`config.mk`:
```
export PLATFORM = sky130hd
export DESIGN_NAME = dsfn_sq_unit
export DESIGN_NICKNAME = d
export VERILOG_FILES = /design/src/rtl/dsfn_pkg.sv /design/src/rtl/dsfn_sq_unit.sv
export SDC_FILE = /design/constraint.sdc
export NUM_CORES = 1
export LEC_CHECK = 0
export BUFFER_PORTS_ARGS = -buffer_cell sky130_fd_sc_hd__clkbuf_2
export CAP_MARGIN = 30
export CORE_MARGIN = 4
export CORE_UTILIZATION = 25
export CTS_BUF_LIST = sky130_fd_sc_hd__clkbuf_8
export CTS_CLUSTER_SIZE = 40
export DETAILED_ROUTE_END_ITERATION = 7
export GPL_ROUTABILITY_DRIVEN = 1
export MAX_ROUTING_LAYER = met4
export SLEW_MARGIN = 40
export SYNTH_ARGS = -nofsm -noshare
export SYNTH_HDL_FRONTEND = slang
export SYNTH_SLANG_ARGS = --single-unit
```
`constraint.sdc`:
```
create_clock -name clk -period 12.45 [get_ports clk]
set_input_delay 1.245 -clock clk [delete_from_list [all_inputs] [get_ports clk]]
set_output_delay 1.245 -clock clk [all_outputs]
set_load 0.01 [all_outputs]
```
`src/rtl/dsfn_pkg.sv`:
```
// Shared types and constants for the far-to-near distance sorter.
package dsfn_pkg;

    // Stored point: coordinates in signed Q11.4 plus the caller's tag
    typedef struct packed {
        logic signed [15:0] x;
        logic signed [15:0] y;
        logic signed [15:0] z;
        logic [5:0]         tag;
    } point_t;

    localparam int KEY_W = 34;
    localparam int SQ_W  = 32;

    typedef logic [KEY_W-1:0] key_t;

    // Register indexes on the APB port
    localparam logic [1:0] REG_REF_X = 2'd0;
    localparam logic [1:0] REG_REF_Y = 2'd1;
    localparam logic [1:0] REG_REF_Z = 2'd2;

    // Axis select for the shared squaring unit
    localparam logic [1:0] AXIS_X = 2'd0;
    localparam logic [1:0] AXIS_Y = 2'd1;
    localparam logic [1:0] AXIS_Z = 2'd2;
    localparam logic [1:0] AXIS_FLUSH = 2'd3;

    // Sequencer states
    typedef enum logic [2:0] {
        ST_IDLE,
        ST_SQ,
        ST_WRITE,
        ST_SCAN,
        ST_EMIT
    } state_t;

endpackage

```
`src/rtl/dsfn_sq_unit.sv`:
```
// Shared squared-difference unit: registered (a - b)^2.
module dsfn_sq_unit (
    input  logic                      clk,
    input  logic signed [15:0]        a,
    input  logic signed [15:0]        b,
    output logic [dsfn_pkg::SQ_W-1:0] sq
);
    import dsfn_pkg::*;

    logic signed [16:0] diff;
    logic [15:0]        mag;
    logic [SQ_W-1:0]    sq_reg;
    logic [SQ_W-1:0]    sq_next;

    // Difference magnitude never exceeds 65535
    always_comb
    begin
        diff    = 17'(a) - 17'(b);
        mag     = diff[16] ? 16'(-diff) : diff[15:0];
        sq_next = 32'(mag) * 32'(mag);
    end

    always_ff @(posedge clk)
    begin
        sq_reg <= sq_next;
    end

    assign sq = sq_reg;

endmodule

```
Yosys cells after proc, flatten, opt, wreduce, memory -nomap -nowiden
Cells that the tools add are included.
{ "totals": {"regBits": 32, "input_bits": 33} }
{ "op_classes": {"addsub": 2, "n_mul": 1, "mux": 1} }
{ "ops": {"columns": ["op", "n"], "rows": [
  ["$mul A16 B16 Y32", 1],
  ["$sub A16 B16 Y17", 1],
  ["$mux W16", 1],
  ["$neg A16 Y16", 1]
]} }

Longest topological paths before layout
{ "logic_depth": {"word_depth": 4, "ltp_mapped": 38, "mapped_depth_nobuf": 37} }

Worst setup path after synthesis
OpenSTA, ideal clock, no wires.
{ "synth_timing": {"path_type": "input-to-reg", "from": "input port a[0]", "to": "register sq_reg[31] (netlist: sq[31])", "t_arrival_ps": 9925, "setup_slack_ps": 2395, "cell_stages": 31, "n_path_buf": 0, "cell_sequence": "inv_1 ha_1 fa_1 nand2b_1 a21bo_1 a221oi_2 nand2_1 o32a_1 or4_4 o41ai_4 xor2_2 or2_2 fa_1 inv_1 fa_1 fa_1 fa_1 fa_1 inv_1 fa_1 inv_1 ha_1 a21o_1 a21o_1 or3_1 o22ai_1 o311a_1 nand4b_1 a21oi_1 o41ai_1 xnor3_1"} }
{ "synth_between": {"elab_chain_cells": 4} }
{ "synth_rtl": {"columns": ["item", "line_no", "source"], "rows": [
  ["from (decl)", "dsfn_sq_unit.sv:4", "input logic signed [15:0] a,"],
  ["$sub A16 B16 Y17 (*)", "dsfn_sq_unit.sv:18", "diff = 17'(a) - 17'(b);"],
  ["$neg A16 Y16", "dsfn_sq_unit.sv:19", "mag = diff[16] ? 16'(-diff) : diff[15:0];"],
  ["$mux W16 (*)", "dsfn_sq_unit.sv:19", null],
  ["$mul A16 B16 Y32 (*)", "dsfn_sq_unit.sv:20", "sq_next = 32'(mag) * 32'(mag);"],
  ["via sq_next[31]", "dsfn_sq_unit.sv:13", "logic [SQ_W-1:0] sq_next;"],
  ["to (signal assigned)", "dsfn_sq_unit.sv:25", "sq_reg <= sq_next;"],
  ["to (decl)", "dsfn_sq_unit.sv:12", "logic [SQ_W-1:0] sq_reg;"]
]} }
Mark *: on every way through the listed nets, which the timed path passes. The rest lies on a longest branch.

Worst setup path after layout
Ends and elaborated chain as after synthesis.

==> summary.md <==
| Metric | Value |
|---|---|
| Status | `finished, final reports clean` |
| First-pass DRT Iterations | `5` |
| Crit Path Category | `in -> reg` |
| EDFF count, synth | `0` |
| Synth cell types | `65` |
| Adder-Cell Fraction of Synth Area | `52.3%` |
| Vias | `6746` |
| Overall routed net length | `20600 um` |
| Gr usage total | `between 10% and 20%` |
| Clock sink count | `31` |
| Residual DRC | `0` |
| Core footprint | `35600 um2` |
| Yosys warning total | `0` |
| CTS Root Cell | `clkbuf_8` |
| Crit path max fanout | `17` |
| Antenna violations before repair | `0` |
| Placement row count | `69` |
| Post-DRT Antenna Nets | `0` |
| Hold-fix buffers, CTS | `0` |
| Clock slew at reported path FFs | `approximately 80 ps` |
| Largest net degree at the start of global routing | `18` |
| Area fraction in and, or, nand and nor cells after synthesis | `between 10% and 20%` |
| Max_cap viols | `0` |
| 1st-iter DRT viols | `344` |
| Diode count | `0` |
| IO Pins | `65` |
| Worst hold start | `b[1]` |
| Mux cell area share after synthesis | `0.347%` |
| Fin util | `28.1%` |
| Max Freq | `just over 90 MHz` |
| Routability cong. | `~0.86` |
| Worst setup margin | `1760 ps` |
| Sequential area share after synthesis | `between 6 and 7%` |
| DP Worst Slack | `about 1400 ps` |
| Die width | `around 200 um` |
| Worst slew pin tran | `around 850 ps` |
| Total grt overflow | `0` |
| Layout cells sized above 1 | `just under 10%` |
| WL per Instance | `13.3 um` |
| Post-layout minimum cycle time | `between 10000 and 15000 ps` |
| Rel. slew slack | `43.1%` |
| Post-CTS setup buffer count | `0` |
| H-tree levels | `2` |
| Yosys reg bits | `31` |
| Die area | `just under 40000 um2` |
| Most frequent cells after synthesis | `264 x inv_1, 167 x fa_1, 110 x ha_1` |
| Compound-Gate Fraction of Synth Area | `9.52%` |
| Worst Setup Start Kind | `input pin` |
| Worst hold stages | `6` |
| Top cell type's share of synthesized area | `37.0%` |
| CTS tree | `yes` |
| Clk buf depth | `2` |
| Synth Instances | `roughly 1000` |
| Period Utilization, post-route | `85.8%` |
| CP arrival | `about 11000 ps` |
| Most frequent cell after synthesis | `inv_1` |
| Area leader, netlist | `fa_1` |
| Die height | `~200 um` |
| Cts bufs inserted | `5` |
| Synth top area cells | `fa_1 37%, ha_1 15%, inv_1 11%` |
| Worst Path Required | `between 10000 and 15000 ps` |
| Post-Synthesis Net Count | `around 1300` |
| RSZ-0062 raised after global routing | `no` |
| XOR/XNOR share of the synthesized area | `approximately 6.5%` |
| Post-layout net count | `between 1000 and 1500` |
| Hold crit path type | `in -> reg` |
| Final Hold Vio Count | `0` |
| Global-route wire length before repair | `between 30000 and 40000 um` |
| Via density | `between 4 and 5` |
| IO Port Bufs | `63` |
| Final Max Tran Viols | `0` |
| CP most frequent cell | `fa_1` |
| Synthesized area | `9030 um2` |
| Vias in the first global route | `about 7300` |
| Post-DP HPWL | `18200 um` |
| Async SR Flop Fraction | `0%` |
| P&R area growth vs syn | `10.7%` |
| Setup tns final | `0 ps` |
| CP Capture Type | `register` |
| Worst Hold End | `sq[2]` |
| CP max-delay cell | `xor2_2` |
| Largest register FFs | `31` |
| Initial Util | `approximately 25%` |
| PostCTS Resize Cnt | `0` |
| Top FF cell, synth | `dfxtp_1` |
| Final setup vio count | `0` |
| Max incr delay on CP | `between 600 and 700 ps` |
| Synth Area per Inst | `between 8 and 9 um2` |
| Main combinational cell family by area after synthesis | `adder cells` |
-- critical path: cells and delay by family --
kind                     cells  cell delay [ps]
buffers and inverters        5              290
adder cells (fa/ha/maj)      9             3970
AO/OA/AOI/OAI               10             2700
XOR/XNOR                     2             1020
AND/OR/NAND/NOR              6             1630
-- how the worst max path moves through the flow --
stage,end,depth (start not counted),from
3_3_place_gp,sq[31],32,a[0]
2_1_floorplan,sq[31],31,a[0]
4_1_cts,sq[31],32,a[0]
6_report,sq[31],32,a[0]
3_5_place_dp,sq[31],32,a[0]
5_1_grt,sq[31],32,a[0]
-- metal layers --
layer / global-route usage [%] / part of all wire, %
met1: 14.2 / 43
met2: 19.9 / 50
met5: - / 0
met3: 1.87 / 4.6
met4: 2.52 / 1.7
-- cell families after synthesis --
logic type               after synthesis
other                                  1
flip-flops                            31
AO/OA/AOI/OAI                        126
XOR/XNOR                              59
multiplexers                           3
AND/OR/NAND/NOR                      239
adder cells (fa/ha/maj)              277
buffers and inverters                296
-- metrics by stage --
step / hold WS, ps / std cells / instance area [um2]
floorplan: 1550 / 1032 / 9030
global placement: 1630 / 1545 / 9900
finish: 1840 / 1552 / 9990
global route: 1910 / 1552 / 9990
detailed placement: 1630 / 1545 / 9900
CTS: 1840 / 1552 / 9990
-- layout make-up --
cell class	count	area, um2
Inverter	274	1030
Fill cell	3808	25600
Tap cell	461	577
Multi-Input combinational cell	705	7280
Timing Repair Buffer	74	398
Clock inverter	1	5.00
Clock buffer	6	82.6
Sequential cell	31	621
-- layout by cell type, fill, tap and decap left out, drive strengths merged, types with 2 or more instances in the layout --
cell type | Yosys | final
nor4 | 3 | 3
a21boi | 4 | 4
a21oi | 41 | 41
a31oi | 2 | 2
buf | 7 | 11
o211ai | 4 | 4
a211oi | 3 | 3
o21ai | 17 | 17
o41ai | 3 | 3
nand2 | 77 | 77
nor3 | 16 | 16
or3 | 7 | 7
and3 | 9 | 9
clkinv | 4 | 5
o21a | 9 | 9
and2 | 5 | 5
o21bai | 8 | 8
mux2i | 2 | 2
xnor2 | 36 | 36
nor2 | 84 | 84
nor2b | 8 | 8
nand2b | 7 | 7
o31a | 3 | 3
inv | 270 | 270
o31ai | 3 | 3
a21o | 18 | 18
dfxtp | 31 | 31
nand3 | 11 | 11
clkbuf | 15 | 69
or4 | 3 | 3
fa | 167 | 167
xor2 | 22 | 22
or2 | 4 | 4
ha | 110 | 110
Power is not shown: default switching activity piles up to over one toggle a cycle in this logic, so the estimate is an artifact.
